===== src/design/lpfbc_pkg.sv =====
// ----------------------------------------------------------------------------
// Four-channel lowpass with bias calibration: shared package
// Widths, codes, reset values and the types that pass between the
// sequencer, the shared multiplier and the serial divider.
// ----------------------------------------------------------------------------
package lpfbc_pkg;

   // Sample and coefficient formats.
   localparam int SAMPLE_BITS    = 10;
   localparam int COEF_FRAC_BITS = 16;
   localparam int COEF_BITS      = 16;
   localparam int Y_BITS         = SAMPLE_BITS + COEF_FRAC_BITS;
   localparam int GRIP_BITS      = SAMPLE_BITS + 1;
   localparam int PAIR_BITS      = SAMPLE_BITS + 1;

   // Shared multiplier: coefficient times filter word.
   localparam int PROD_BITS = COEF_BITS + Y_BITS;

   // Calibration accumulation and the bias division.
   localparam int CNT_BITS      = 16;
   localparam int SUM_BITS      = Y_BITS + CNT_BITS;
   localparam int DIVIDEND_BITS = SUM_BITS + 1 - COEF_FRAC_BITS;
   localparam int REM_BITS      = CNT_BITS + 1;
   localparam int DIV_CNT_BITS  = $clog2(DIVIDEND_BITS + 1);

   // Channels.
   localparam int NUM_CH  = 4;
   localparam int CH_BITS = 2;
   localparam logic [CH_BITS-1:0] CH_BACK  = CH_BITS'(2);
   localparam logic [CH_BITS-1:0] CH_FORCE = CH_BITS'(3);
   localparam logic [CH_BITS-1:0] CH_LAST  = CH_BITS'(NUM_CH - 1);

   // Configuration register reset values.
   localparam logic [COEF_BITS-1:0] COEF_INPUT_RESET    = COEF_BITS'(8959);
   localparam logic [COEF_BITS-1:0] COEF_FEEDBACK_RESET = COEF_BITS'(47612);
   localparam logic [CNT_BITS-1:0]  CALIB_SAMPLES_RESET = CNT_BITS'(100);

   localparam int CSR_INDEX_BITS = 2;
   localparam int CSR_DATA_BITS  = 16;
   localparam int CMD_BITS       = 2;

   // Request commands.
   typedef enum logic [CMD_BITS-1:0] {
      CMD_MEASURE = 2'd0,
      CMD_START   = 2'd1,
      CMD_CALIB   = 2'd2
   } cmd_type;

   // Configuration register indexes.
   typedef enum logic [CSR_INDEX_BITS-1:0] {
      CSR_COEF_INPUT    = 2'd0,
      CSR_COEF_FEEDBACK = 2'd1,
      CSR_CALIB_SAMPLES = 2'd2
   } csr_index_type;

   // Sequencer states.
   typedef enum logic [2:0] {
      ST_IDLE,
      ST_MUL_FB,
      ST_MUL_IN,
      ST_UPDATE,
      ST_COUNT,
      ST_DIV_LOAD,
      ST_DIV_WAIT,
      ST_DONE
   } state_type;

   // Divider command and status.
   typedef struct packed {
      logic                     start;
      logic [DIVIDEND_BITS-1:0] dividend;
      logic [CNT_BITS-1:0]      divisor;
   } div_cmd_type;

   typedef struct packed {
      logic busy;
      logic done;
   } div_status_type;

endpackage


===== src/design/lpfbc_req_if.sv =====
// ----------------------------------------------------------------------------
// Request channel
// Carries the command and the four raw ADC samples of one request.
// ----------------------------------------------------------------------------
interface lpfbc_req_if;
   import lpfbc_pkg::*;

   logic                   valid;
   logic                   ready;
   logic [CMD_BITS-1:0]    cmd;
   logic [SAMPLE_BITS-1:0] left_sample;
   logic [SAMPLE_BITS-1:0] right_sample;
   logic [SAMPLE_BITS-1:0] back_sample;
   logic [SAMPLE_BITS-1:0] force_sample;

   modport source (
      output valid, cmd, left_sample, right_sample, back_sample, force_sample,
      input  ready
   );

   modport sink (
      input  valid, cmd, left_sample, right_sample, back_sample, force_sample,
      output ready
   );
endinterface


===== src/design/lpfbc_rsp_if.sv =====
// ----------------------------------------------------------------------------
// Response channel
// Carries the four force readings and the calibration flags of one request.
// ----------------------------------------------------------------------------
interface lpfbc_rsp_if;
   import lpfbc_pkg::*;

   logic                        valid;
   logic                        ready;
   logic [SAMPLE_BITS-1:0]      left_force;
   logic [SAMPLE_BITS-1:0]      right_force;
   logic [SAMPLE_BITS-1:0]      back_force;
   logic signed [GRIP_BITS-1:0] grip_force;
   logic                        is_calibrated;
   logic                        in_calibration;

   modport source (
      output valid, left_force, right_force, back_force, grip_force,
             is_calibrated, in_calibration,
      input  ready
   );

   modport sink (
      input  valid, left_force, right_force, back_force, grip_force,
             is_calibrated, in_calibration,
      output ready
   );
endinterface


===== src/design/lpfbc_csr_if.sv =====
// ----------------------------------------------------------------------------
// Configuration write channel
// Carries a register index and the data written to it.
// ----------------------------------------------------------------------------
interface lpfbc_csr_if;
   import lpfbc_pkg::*;

   logic                      valid;
   logic                      ready;
   logic [CSR_INDEX_BITS-1:0] index;
   logic [CSR_DATA_BITS-1:0]  data;

   modport source (
      output valid, index, data,
      input  ready
   );

   modport sink (
      input  valid, index, data,
      output ready
   );
endinterface


===== src/design/lpfbc_mul.sv =====
// ----------------------------------------------------------------------------
// Shared multiplier
// Multiplies a 16-bit coefficient by a filter word; the product is
// registered and appears in the cycle after the operands.
// ----------------------------------------------------------------------------
module lpfbc_mul (
   input  logic                             clock,
   input  logic [lpfbc_pkg::COEF_BITS-1:0]  op_a,
   input  logic [lpfbc_pkg::Y_BITS-1:0]     op_b,
   output logic [lpfbc_pkg::PROD_BITS-1:0]  prod
);
   import lpfbc_pkg::*;

   logic [PROD_BITS-1:0] prod_ff;

   // Registered product.
   always_ff @(posedge clock) begin
      prod_ff <= PROD_BITS'(op_a) * PROD_BITS'(op_b);
   end

   assign prod = prod_ff;
endmodule


===== src/design/lpfbc_div.sv =====
// ----------------------------------------------------------------------------
// Serial divider
// Restoring division, one quotient bit per cycle. A start pulse loads the
// operands; done pulses for one cycle when the quotient is complete.
// ----------------------------------------------------------------------------
module lpfbc_div (
   input  logic                                 clock,
   input  logic                                 reset,
   input  lpfbc_pkg::div_cmd_type               cmd,
   output lpfbc_pkg::div_status_type            status,
   output logic [lpfbc_pkg::DIVIDEND_BITS-1:0]  quotient
);
   import lpfbc_pkg::*;

   logic [REM_BITS-1:0]      rem_ff,     rem_in;
   logic [DIVIDEND_BITS-1:0] quo_ff,     quo_in;
   logic [CNT_BITS-1:0]      divisor_ff, divisor_in;
   logic [DIV_CNT_BITS-1:0]  step_ff,    step_in;
   logic                     busy_ff,    busy_in;
   logic                     done_ff,    done_in;
   logic [REM_BITS-1:0]      rem_shift;
   logic [REM_BITS-1:0]      rem_diff;
   logic                     fits;

   // One restoring step: shift in the next dividend bit and try the divisor.
   always_comb begin
      rem_shift = {rem_ff[REM_BITS-2:0], quo_ff[DIVIDEND_BITS-1]};
      fits      = rem_shift >= {1'b0, divisor_ff};
      rem_diff  = rem_shift - {1'b0, divisor_ff};

      rem_in     = rem_ff;
      quo_in     = quo_ff;
      divisor_in = divisor_ff;
      step_in    = step_ff;
      busy_in    = busy_ff;
      done_in    = 1'b0;

      if (cmd.start) begin
         rem_in     = '0;
         quo_in     = cmd.dividend;
         divisor_in = cmd.divisor;
         step_in    = DIV_CNT_BITS'(DIVIDEND_BITS);
         busy_in    = 1'b1;
      end else if (busy_ff) begin
         rem_in  = fits ? rem_diff : rem_shift;
         quo_in  = {quo_ff[DIVIDEND_BITS-2:0], fits};
         step_in = step_ff - DIV_CNT_BITS'(1);
         if (step_ff == DIV_CNT_BITS'(1)) begin
            busy_in = 1'b0;
            done_in = 1'b1;
         end
      end
   end

   // Control registers.
   always_ff @(posedge clock) begin
      if (reset) begin
         step_ff <= '0;
         busy_ff <= 1'b0;
         done_ff <= 1'b0;
      end else begin
         step_ff <= step_in;
         busy_ff <= busy_in;
         done_ff <= done_in;
      end
   end

   // Operand registers.
   always_ff @(posedge clock) begin
      rem_ff     <= rem_in;
      quo_ff     <= quo_in;
      divisor_ff <= divisor_in;
   end

   assign status.busy = busy_ff;
   assign status.done = done_ff;
   assign quotient    = quo_ff;
endmodule


===== src/design/four_channel_lpf_bias_calibration_top.sv =====
// ----------------------------------------------------------------------------
// Four-channel lowpass with bias calibration
// Filters four ADC channels with a first-order IIR lowpass and reports each
// one against its calibrated bias.
// ----------------------------------------------------------------------------
// The block takes one request at a time. A sequencer runs the four channels
// through one shared multiplier, in the states MUL_FB, MUL_IN and UPDATE per
// channel, for a measure or calibration sample; a start command or an ignored
// request goes straight to the response. The calibration sample that
// closes a run also computes the four biases on one serial divider, one
// quotient bit per cycle for a 27-bit quotient, after a load state per channel.
// The response is held in an output register, so the next request is accepted
// while the previous response waits; configuration writes are taken in any
// cycle and must only be issued while the block is idle.
module four_channel_lpf_bias_calibration_top (
   input  logic         clock,
   input  logic         reset,
   lpfbc_req_if.sink    req_port,
   lpfbc_rsp_if.source  rsp_port,
   lpfbc_csr_if.sink    csr_port
);
   import lpfbc_pkg::*;

   // Configuration registers.
   logic [COEF_BITS-1:0] coef_input_ff,    coef_input_in;
   logic [COEF_BITS-1:0] coef_feedback_ff, coef_feedback_in;
   logic [CNT_BITS-1:0]  calib_samples_ff, calib_samples_in;

   // Sequencer.
   state_type            state_ff, state_in;
   logic [CH_BITS-1:0]   ch_ff,    ch_in;
   logic                 calib_mode_ff, calib_mode_in;
   logic                 req_accept;
   cmd_type              req_cmd;

   // Filter and calibration state.
   logic [SAMPLE_BITS-1:0] x_ff    [NUM_CH];
   logic [SAMPLE_BITS-1:0] x_in    [NUM_CH];
   logic [SAMPLE_BITS-1:0] xp_ff   [NUM_CH];
   logic [SAMPLE_BITS-1:0] xp_in   [NUM_CH];
   logic [Y_BITS-1:0]      y_ff    [NUM_CH];
   logic [Y_BITS-1:0]      y_in    [NUM_CH];
   logic [SAMPLE_BITS-1:0] bias_ff [NUM_CH];
   logic [SAMPLE_BITS-1:0] bias_in [NUM_CH];
   logic [SUM_BITS-1:0]    sum_ff  [NUM_CH];
   logic [SUM_BITS-1:0]    sum_in  [NUM_CH];
   logic [GRIP_BITS-1:0]   res_ff  [NUM_CH];
   logic [GRIP_BITS-1:0]   res_in  [NUM_CH];
   logic [CNT_BITS-1:0]    count_ff, count_in;
   logic                   calibrated_ff, calibrated_in;
   logic                   calibrating_ff, calibrating_in;
   logic [Y_BITS-1:0]      fb_ff, fb_in;

   // Response register.
   logic                   rsp_valid_ff, rsp_valid_in;
   logic [GRIP_BITS-1:0]   rsp_res_ff [NUM_CH];
   logic [GRIP_BITS-1:0]   rsp_res_in [NUM_CH];
   logic                   rsp_cal_ff,  rsp_cal_in;
   logic                   rsp_run_ff,  rsp_run_in;
   logic                   rsp_load;

   // Shared units.
   logic [COEF_BITS-1:0]     mul_a;
   logic [Y_BITS-1:0]        mul_b;
   logic [PROD_BITS-1:0]     mul_prod;
   div_cmd_type              div_cmd;
   div_status_type           div_status;
   logic [DIVIDEND_BITS-1:0] div_quo;

   // Datapath intermediates.
   logic [PAIR_BITS-1:0]   pair_sum;
   logic [PROD_BITS-1:0]   fb_round;
   logic [Y_BITS+1:0]      y_raw;
   logic [Y_BITS-1:0]      y_new;
   logic [Y_BITS:0]        diff;
   logic [Y_BITS:0]        diff_neg;
   logic [SAMPLE_BITS-1:0] mag_pos;
   logic [SAMPLE_BITS-1:0] mag_neg;
   logic [CNT_BITS-1:0]    count_next;
   logic [SUM_BITS:0]      bias_num;
   logic [SAMPLE_BITS-1:0] bias_sat;

   lpfbc_mul u_mul (
      .clock (clock),
      .op_a  (mul_a),
      .op_b  (mul_b),
      .prod  (mul_prod)
   );

   lpfbc_div u_div (
      .clock    (clock),
      .reset    (reset),
      .cmd      (div_cmd),
      .status   (div_status),
      .quotient (div_quo)
   );

   assign req_accept = req_port.valid && req_port.ready;
   assign req_cmd    = cmd_type'(req_port.cmd);
   assign rsp_load   = (state_ff == ST_DONE) && (!rsp_valid_ff || rsp_port.ready);

   // Next calibration count: wraps past zero to one.
   assign count_next = ((count_ff + CNT_BITS'(1)) == '0) ? CNT_BITS'(1)
                                                         : count_ff + CNT_BITS'(1);

   // Next state.
   always_comb begin
      state_in = state_ff;
      case (state_ff)
         ST_IDLE: begin
            if (req_accept) begin
               case (req_cmd)
                  CMD_MEASURE: state_in = ST_MUL_FB;
                  CMD_CALIB:   state_in = calibrating_ff ? ST_MUL_FB : ST_DONE;
                  default:     state_in = ST_DONE;
               endcase
            end
         end
         ST_MUL_FB: state_in = ST_MUL_IN;
         ST_MUL_IN: state_in = ST_UPDATE;
         ST_UPDATE: begin
            if (ch_ff != CH_LAST) begin
               state_in = ST_MUL_FB;
            end else begin
               state_in = calib_mode_ff ? ST_COUNT : ST_DONE;
            end
         end
         ST_COUNT: begin
            state_in = (count_next >= calib_samples_ff) ? ST_DIV_LOAD : ST_DONE;
         end
         ST_DIV_LOAD: state_in = ST_DIV_WAIT;
         ST_DIV_WAIT: begin
            if (div_status.done) begin
               state_in = (ch_ff == CH_LAST) ? ST_DONE : ST_DIV_LOAD;
            end
         end
         ST_DONE: begin
            if (rsp_load) begin
               state_in = ST_IDLE;
            end
         end
         default: state_in = ST_IDLE;
      endcase
   end

   // Sequencer outputs: handshake and shared unit operands.
   always_comb begin
      req_port.ready   = 1'b0;
      mul_a            = '0;
      mul_b            = '0;
      div_cmd.start    = 1'b0;
      bias_num         = {1'b0, sum_ff[ch_ff]}
                         + ((SUM_BITS+1)'(count_ff) << (COEF_FRAC_BITS - 1));
      div_cmd.dividend = bias_num[SUM_BITS:COEF_FRAC_BITS];
      div_cmd.divisor  = count_ff;
      case (state_ff)
         ST_IDLE:     req_port.ready = 1'b1;
         ST_MUL_FB: begin
            mul_a = coef_feedback_ff;
            mul_b = y_ff[ch_ff];
         end
         ST_MUL_IN: begin
            mul_a = coef_input_ff;
            mul_b = Y_BITS'(pair_sum);
         end
         ST_DIV_LOAD: div_cmd.start = 1'b1;
         default: ;
      endcase
   end

   // Filter arithmetic and force difference for the current channel.
   always_comb begin
      pair_sum = {1'b0, x_ff[ch_ff]} + {1'b0, xp_ff[ch_ff]};
      fb_round = mul_prod + (PROD_BITS'(1) << (COEF_FRAC_BITS - 1));
      y_raw    = {2'b00, fb_ff} + {1'b0, mul_prod[Y_BITS:0]};
      y_new    = (y_raw[Y_BITS+1:Y_BITS] != 2'b00) ? '1 : y_raw[Y_BITS-1:0];
      diff     = {1'b0, y_new} - {1'b0, bias_ff[ch_ff], {COEF_FRAC_BITS{1'b0}}};
      diff_neg = -diff;
      mag_pos  = diff[Y_BITS-1:COEF_FRAC_BITS];
      mag_neg  = diff_neg[Y_BITS-1:COEF_FRAC_BITS];
      bias_sat = (div_quo[DIVIDEND_BITS-1:SAMPLE_BITS] != '0) ? '1
                                                             : div_quo[SAMPLE_BITS-1:0];
   end

   // Datapath next values.
   always_comb begin
      x_in           = x_ff;
      xp_in          = xp_ff;
      y_in           = y_ff;
      bias_in        = bias_ff;
      sum_in         = sum_ff;
      res_in         = res_ff;
      count_in       = count_ff;
      calibrated_in  = calibrated_ff;
      calibrating_in = calibrating_ff;
      fb_in          = fb_ff;
      ch_in          = ch_ff;
      calib_mode_in  = calib_mode_ff;

      case (state_ff)
         ST_IDLE: begin
            if (req_accept) begin
               x_in[0]       = req_port.left_sample;
               x_in[1]       = req_port.right_sample;
               x_in[2]       = req_port.back_sample;
               x_in[3]       = req_port.force_sample;
               ch_in         = '0;
               calib_mode_in = (req_cmd == CMD_CALIB);
               for (int i = 0; i < NUM_CH; i++) begin
                  res_in[i] = '0;
               end
               // A start command opens a fresh calibration run.
               if (req_cmd == CMD_START) begin
                  for (int i = 0; i < NUM_CH; i++) begin
                     bias_in[i] = '0;
                     sum_in[i]  = '0;
                  end
                  count_in       = '0;
                  calibrating_in = 1'b1;
               end
            end
         end
         ST_MUL_IN: begin
            fb_in = fb_round[PROD_BITS-1:COEF_FRAC_BITS];
         end
         ST_UPDATE: begin
            y_in[ch_ff]  = y_new;
            xp_in[ch_ff] = x_ff[ch_ff];
            if (calib_mode_ff) begin
               sum_in[ch_ff] = sum_ff[ch_ff] + SUM_BITS'(y_new);
            end else begin
               // Back is inverted; grip is signed; the others clamp at zero.
               if (ch_ff == CH_BACK) begin
                  res_in[ch_ff] = diff[Y_BITS] ? {1'b0, mag_neg} : '0;
               end else if (ch_ff == CH_FORCE) begin
                  res_in[ch_ff] = diff[Y_BITS] ? -{1'b0, mag_neg} : {1'b0, mag_pos};
               end else begin
                  res_in[ch_ff] = diff[Y_BITS] ? '0 : {1'b0, mag_pos};
               end
            end
            ch_in = ch_ff + CH_BITS'(1);
         end
         ST_COUNT: begin
            count_in = count_next;
            ch_in    = '0;
         end
         ST_DIV_WAIT: begin
            if (div_status.done) begin
               bias_in[ch_ff] = bias_sat;
               ch_in          = ch_ff + CH_BITS'(1);
               if (ch_ff == CH_LAST) begin
                  calibrating_in = 1'b0;
                  calibrated_in  = 1'b1;
               end
            end
         end
         default: ;
      endcase
   end

   // Configuration writes.
   always_comb begin
      csr_port.ready   = 1'b1;
      coef_input_in    = coef_input_ff;
      coef_feedback_in = coef_feedback_ff;
      calib_samples_in = calib_samples_ff;
      if (csr_port.valid) begin
         case (csr_index_type'(csr_port.index))
            CSR_COEF_INPUT:    coef_input_in    = COEF_BITS'(csr_port.data);
            CSR_COEF_FEEDBACK: coef_feedback_in = COEF_BITS'(csr_port.data);
            CSR_CALIB_SAMPLES: calib_samples_in = CNT_BITS'(csr_port.data);
            default: ;
         endcase
      end
   end

   // Response register: loaded when the request finishes, cleared when taken.
   always_comb begin
      rsp_res_in = rsp_res_ff;
      rsp_cal_in = rsp_cal_ff;
      rsp_run_in = rsp_run_ff;
      if (rsp_load) begin
         rsp_valid_in = 1'b1;
         rsp_res_in   = res_ff;
         rsp_cal_in   = calibrated_ff;
         rsp_run_in   = calibrating_ff;
      end else if (rsp_port.ready) begin
         rsp_valid_in = 1'b0;
      end else begin
         rsp_valid_in = rsp_valid_ff;
      end
   end

   // Control and filter state registers.
   always_ff @(posedge clock) begin
      if (reset) begin
         state_ff         <= ST_IDLE;
         ch_ff            <= '0;
         calib_mode_ff    <= 1'b0;
         rsp_valid_ff     <= 1'b0;
         coef_input_ff    <= COEF_INPUT_RESET;
         coef_feedback_ff <= COEF_FEEDBACK_RESET;
         calib_samples_ff <= CALIB_SAMPLES_RESET;
         count_ff         <= '0;
         calibrated_ff    <= 1'b0;
         calibrating_ff   <= 1'b0;
         for (int i = 0; i < NUM_CH; i++) begin
            xp_ff[i]   <= '0;
            y_ff[i]    <= '0;
            bias_ff[i] <= '0;
            sum_ff[i]  <= '0;
         end
      end else begin
         state_ff         <= state_in;
         ch_ff            <= ch_in;
         calib_mode_ff    <= calib_mode_in;
         rsp_valid_ff     <= rsp_valid_in;
         coef_input_ff    <= coef_input_in;
         coef_feedback_ff <= coef_feedback_in;
         calib_samples_ff <= calib_samples_in;
         count_ff         <= count_in;
         calibrated_ff    <= calibrated_in;
         calibrating_ff   <= calibrating_in;
         xp_ff            <= xp_in;
         y_ff             <= y_in;
         bias_ff          <= bias_in;
         sum_ff           <= sum_in;
      end
   end

   // Payload registers.
   always_ff @(posedge clock) begin
      x_ff       <= x_in;
      res_ff     <= res_in;
      fb_ff      <= fb_in;
      rsp_res_ff <= rsp_res_in;
      rsp_cal_ff <= rsp_cal_in;
      rsp_run_ff <= rsp_run_in;
   end

   assign rsp_port.valid          = rsp_valid_ff;
   assign rsp_port.left_force     = rsp_res_ff[0][SAMPLE_BITS-1:0];
   assign rsp_port.right_force    = rsp_res_ff[1][SAMPLE_BITS-1:0];
   assign rsp_port.back_force     = rsp_res_ff[2][SAMPLE_BITS-1:0];
   assign rsp_port.grip_force     = rsp_res_ff[3];
   assign rsp_port.is_calibrated  = rsp_cal_ff;
   assign rsp_port.in_calibration = rsp_run_ff;
endmodule

===== src/flat_wrapper.sv =====
// flat-port wrapper written by rule: the top's interface ports become plain ports
module four_channel_lpf_bias_calibration_top_flat import lpfbc_pkg::*;
  (clock, reset, req_port_valid, req_port_cmd, req_port_left_sample, req_port_right_sample, req_port_back_sample, req_port_force_sample, req_port_ready, rsp_port_valid, rsp_port_left_force, rsp_port_right_force, rsp_port_back_force, rsp_port_grip_force, rsp_port_is_calibrated, rsp_port_in_calibration, rsp_port_ready, csr_port_valid, csr_port_index, csr_port_data, csr_port_ready);
  lpfbc_req_if req_port_i ();
  lpfbc_rsp_if rsp_port_i ();
  lpfbc_csr_if csr_port_i ();
  input  logic clock;
  input  logic reset;
  input wire logic [$bits(req_port_i.valid)-1:0] req_port_valid;
  input wire logic [$bits(req_port_i.cmd)-1:0] req_port_cmd;
  input wire logic [$bits(req_port_i.left_sample)-1:0] req_port_left_sample;
  input wire logic [$bits(req_port_i.right_sample)-1:0] req_port_right_sample;
  input wire logic [$bits(req_port_i.back_sample)-1:0] req_port_back_sample;
  input wire logic [$bits(req_port_i.force_sample)-1:0] req_port_force_sample;
  output wire logic [$bits(req_port_i.ready)-1:0] req_port_ready;
  output wire logic [$bits(rsp_port_i.valid)-1:0] rsp_port_valid;
  output wire logic [$bits(rsp_port_i.left_force)-1:0] rsp_port_left_force;
  output wire logic [$bits(rsp_port_i.right_force)-1:0] rsp_port_right_force;
  output wire logic [$bits(rsp_port_i.back_force)-1:0] rsp_port_back_force;
  output wire logic [$bits(rsp_port_i.grip_force)-1:0] rsp_port_grip_force;
  output wire logic [$bits(rsp_port_i.is_calibrated)-1:0] rsp_port_is_calibrated;
  output wire logic [$bits(rsp_port_i.in_calibration)-1:0] rsp_port_in_calibration;
  input wire logic [$bits(rsp_port_i.ready)-1:0] rsp_port_ready;
  input wire logic [$bits(csr_port_i.valid)-1:0] csr_port_valid;
  input wire logic [$bits(csr_port_i.index)-1:0] csr_port_index;
  input wire logic [$bits(csr_port_i.data)-1:0] csr_port_data;
  output wire logic [$bits(csr_port_i.ready)-1:0] csr_port_ready;
  assign req_port_i.valid = req_port_valid;
  assign req_port_i.cmd = req_port_cmd;
  assign req_port_i.left_sample = req_port_left_sample;
  assign req_port_i.right_sample = req_port_right_sample;
  assign req_port_i.back_sample = req_port_back_sample;
  assign req_port_i.force_sample = req_port_force_sample;
  assign req_port_ready = req_port_i.ready;
  assign rsp_port_valid = rsp_port_i.valid;
  assign rsp_port_left_force = rsp_port_i.left_force;
  assign rsp_port_right_force = rsp_port_i.right_force;
  assign rsp_port_back_force = rsp_port_i.back_force;
  assign rsp_port_grip_force = rsp_port_i.grip_force;
  assign rsp_port_is_calibrated = rsp_port_i.is_calibrated;
  assign rsp_port_in_calibration = rsp_port_i.in_calibration;
  assign rsp_port_i.ready = rsp_port_ready;
  assign csr_port_i.valid = csr_port_valid;
  assign csr_port_i.index = csr_port_index;
  assign csr_port_i.data = csr_port_data;
  assign csr_port_ready = csr_port_i.ready;
  four_channel_lpf_bias_calibration_top u_core (.clock(clock), .reset(reset), .req_port(req_port_i), .rsp_port(rsp_port_i), .csr_port(csr_port_i));
endmodule

===== config.mk =====
export PLATFORM = sky130hd
export DESIGN_NAME = four_channel_lpf_bias_calibration_top_flat
export DESIGN_NICKNAME = d
export VERILOG_FILES = /design/src/design/lpfbc_pkg.sv /design/src/design/lpfbc_req_if.sv /design/src/design/lpfbc_rsp_if.sv /design/src/design/lpfbc_csr_if.sv /design/src/design/lpfbc_mul.sv /design/src/design/lpfbc_div.sv /design/src/design/four_channel_lpf_bias_calibration_top.sv /design/src/flat_wrapper.sv
export SDC_FILE = /design/constraint.sdc
export NUM_CORES = 2
export LEC_CHECK = 0
export BUFFER_PORTS_ARGS = -buffer_cell sky130_fd_sc_hd__buf_2
export CAP_MARGIN = 20
export CORE_ASPECT_RATIO = 1.2
export CORE_MARGIN = 5
export CORE_UTILIZATION = 69
export DETAILED_ROUTE_END_ITERATION = 10
export MAX_ROUTING_LAYER = met4
export PLACE_DENSITY = 0.92
export SLEW_MARGIN = 15
export SYNTH_ARGS = -nofsm -noshare
export SYNTH_HDL_FRONTEND = slang
export SYNTH_SLANG_ARGS = --single-unit

===== constraint.sdc =====
create_clock -name clock -period 31.8 [get_ports clock]
set_input_delay 1.59 -clock clock [delete_from_list [all_inputs] [get_ports clock]]
set_output_delay 1.59 -clock clock [all_outputs]
set_load 0.005 [all_outputs]

==> metrics.txt <==
max_cap viols=0; Final Skew=0.03190 ns; Total Nets Final=5557; arrival time worst endpoint=11.64 ns; Initial Util=69.23%; Layout Cells excl Fill=5869; die footprint=72280 sq um; max_slew headroom=15.76%; WL per Instance=22.22 um; Critical-path top delay cell=dfxtp_4; # hold bufs at CTS=0; vias in the first global route=39560; share of cells above drive strength 1=8.556%; post-synth cell types=88; CTS Buffer Depth=3; GP Congestion=0.9906; CTS tree=done; Power Density=70.05 nW/um^2; Fin. Hold Viols=0; H-tree depth=3; Yosys Warn Count=0; row count=104; initial antenna violation count=1; Post-DP HPWL=91720 um; synth top area cells=dfxtp_1 (21%), fa_1 (15%), edfxtp_1 (13%), ha_1 (6.6%), nand2_1 (4.7%); GR Util All Layers=36.52%; Worst Hold Class=reg2reg; cell taking the most area after synthesis=dfxtp_1; DRT Pass-1 Iters=9; Synth async-reset ratio=0%; Die W=246.3 um; I/O Pins=111; Post-CTS Repair Setup Buffers=0; filler instances=4233; Post-synth EDFFs=193; initial drt markers=4493; Max Slew Vio Count=0; commonest non-fill, non-tap cell in the layout=nand2_1; actual slew at the worst max-slew pin=1.264 ns; drt total wl=130400 um; core area=66750 sq um; Mapped Nets=5596; Clock transition at path regs=0.07 ns; fin crit share=35.01%; synth-to-layout area growth=7.811%; largest net degree at the start of global routing=186; post-route minimum period=11.13 ns; sequential area share after synthesis=33.77%; crit path kind=reg2reg; Syn Std Cell Area=46220 sq um; fmax=89.81 MHz; Mapped Cells=4949; Clk Latency, worst-skew pair=0.64 ns; CP Launch Type=register; IO buf count=109; clk root buf=clkbuf_16; ys flop type=dfxtp_1; global-route wire length before repair=205500 um; Post-CTS Resized=0; RSZ-0062 raised after global routing=no; CP max FO=38; Peak VDD IR=0.07316 mV; vias per cell=6.549; Placed Instances=5738; clock buffer count from CTS=69; DRC Markers=0; share of the synthesized area in the top cell type=21.23%; setup TNS=0 ns; CP endpoint kind=register; status=finished, final reports clean; FF+latch area=15610 sq um; most frequent cells in the layout=nand2_1 (576), nor2_1 (560), inv_1 (523); LEAKAGE=20.24 nW; final global-route overflow total=0; area of the multi-input gates=27720 sq um; Clock Sinks=683; CP most frequent cell=fa_1; count of state elements after synthesis=683; Post-Syn Area per Cell=9.338 sq um; Required @ worst endpoint=32.31 ns; CP peak stage delay=0.75 ns; Final setup viols=0; post-route ant nets=0; Die Y=293.5 um; total number of vias=38440
power breakdown:
| group | internal, mW | switching, mW |
|---|---|---|
| sequential | 1.02 | 0.0712 |
| clock | 0.498 | 0.359 |
| combinational | 0.486 | 1.06 |
sequential cells by signal, summed over array words and instances, names as in the netlist, 26 cells and up:
signal	cells
u_core.bias_ff	40
u_core.fb_ff	26
u_core.res_ff	41
u_core.sum_ff	168
u_core.u_div.quotient	27
u_core.u_mul.prod	42
u_core.x_ff	40
u_core.xp_ff	40
u_core.y_ff	104
Yosys cell counts (22+ instances only):
| cell | n |
|---|---|
| a211oi_1 | 121 |
| a21o_1 | 57 |
| a21oi_1 | 212 |
| a22o_1 | 25 |
| a22oi_1 | 213 |
| and2_1 | 72 |
| and3_1 | 37 |
| clkbuf_1 | 253 |
| dfxtp_1 | 490 |
| edfxtp_1 | 193 |
| fa_1 | 340 |
| ha_1 | 242 |
| inv_1 | 523 |
| mux2i_1 | 27 |
| mux4_2 | 92 |
| nand2_1 | 576 |
| nand2b_1 | 22 |
| nand3_1 | 64 |
| nand3b_1 | 48 |
| nor2_1 | 568 |
| nor2b_1 | 33 |
| nor3_1 | 40 |
| o21ai_0 | 172 |
| o21bai_1 | 29 |
| xnor2_1 | 130 |
| xor2_1 | 76 |
worst max-delay path: cells and delay by family, from the launching register on:
family | cells | cell delay, ns
xor gates and xnor gates | 1 | 0.13
and+or+nand+nor | 5 | 1.24
buffers and inverters | 6 | 0.82
DFF | 1 | 0.75
AOI/OAI and AO/OA | 16 | 3.64
adders and majority gates | 9 | 4.02
muxes | 1 | 0.36
per-stage QoR:
step | worst slack [ns] | power (mW) | area (sq um) | hold slack (ns) | util [%]
detailed placement | 20.85 | 2.575 | 47400 | 0.4360 | 71.01
finish | 20.67 | 3.490 | 49830 | 0.4333 | 74.64
CTS | 20.85 | 3.440 | 49800 | 0.4380 | 74.60
global route | 20.01 | 3.648 | 49830 | 0.4643 | 74.64
global placement | 21.04 | 2.528 | 47390 | 0.4366 | 70.99
floorplan | 20.71 | 2.135 | 46220 | 0.4082 | -
metal layers:
metal / vias up / track usage, % / routed length [um]
met5: - / - / 0
met4: 0 / 23.66 / 10370
met3: 732 / 8.024 / 13310
met2: 2458 / 58.78 / 62270
met1: 18510 / 41.35 / 44480
li1: 16740 / - / -
path summary, 6_finish.rpt:
kind | cells after the start | slack (ns) | endpoint | startpoint
worst max-delay path | 38 | 20.67 | u_core.u_mul.prod[39] | u_core.ch_ff[1]
worst max register to register | 38 | 20.67 | u_core.u_mul.prod[39] | u_core.ch_ff[1]
worst min register to register | 0 | 0.43 | u_core.rsp_port.left_force[5] | u_core.res_ff[38]
worst min-delay path | 0 | 0.43 | u_core.rsp_port.left_force[5] | u_core.res_ff[38]
layout make-up:
| class | count | share of cell area [%] |
|---|---|---|
| multi-input combinational | 3469 | 55.63 |
| sequential | 683 | 31.33 |
| clock buffer | 97 | 3.980 |
| inverter | 524 | 3.948 |
| tap | 901 | 2.263 |
| timing repair buffer | 163 | 2.019 |
| clock inverter | 31 | 0.8212 |
| antenna | 1 | 0.005022 |
kinds of logic (layout without fill, tap and decap cells):
group,Yosys count,after routing,synth area share (%)
AND/OR/NAND/NOR,1557,1557,14.92
AO/OA/AOI/OAI,995,995,14.32
multiplexers,128,128,5.293
flip-flops,683,683,33.77
XOR/XNOR,206,206,3.904
other,1,2,0.008114
adder cells (fa/ha/maj),582,582,21.28
buffers and inverters,797,815,6.511
(Power assumes the default switching activity.)
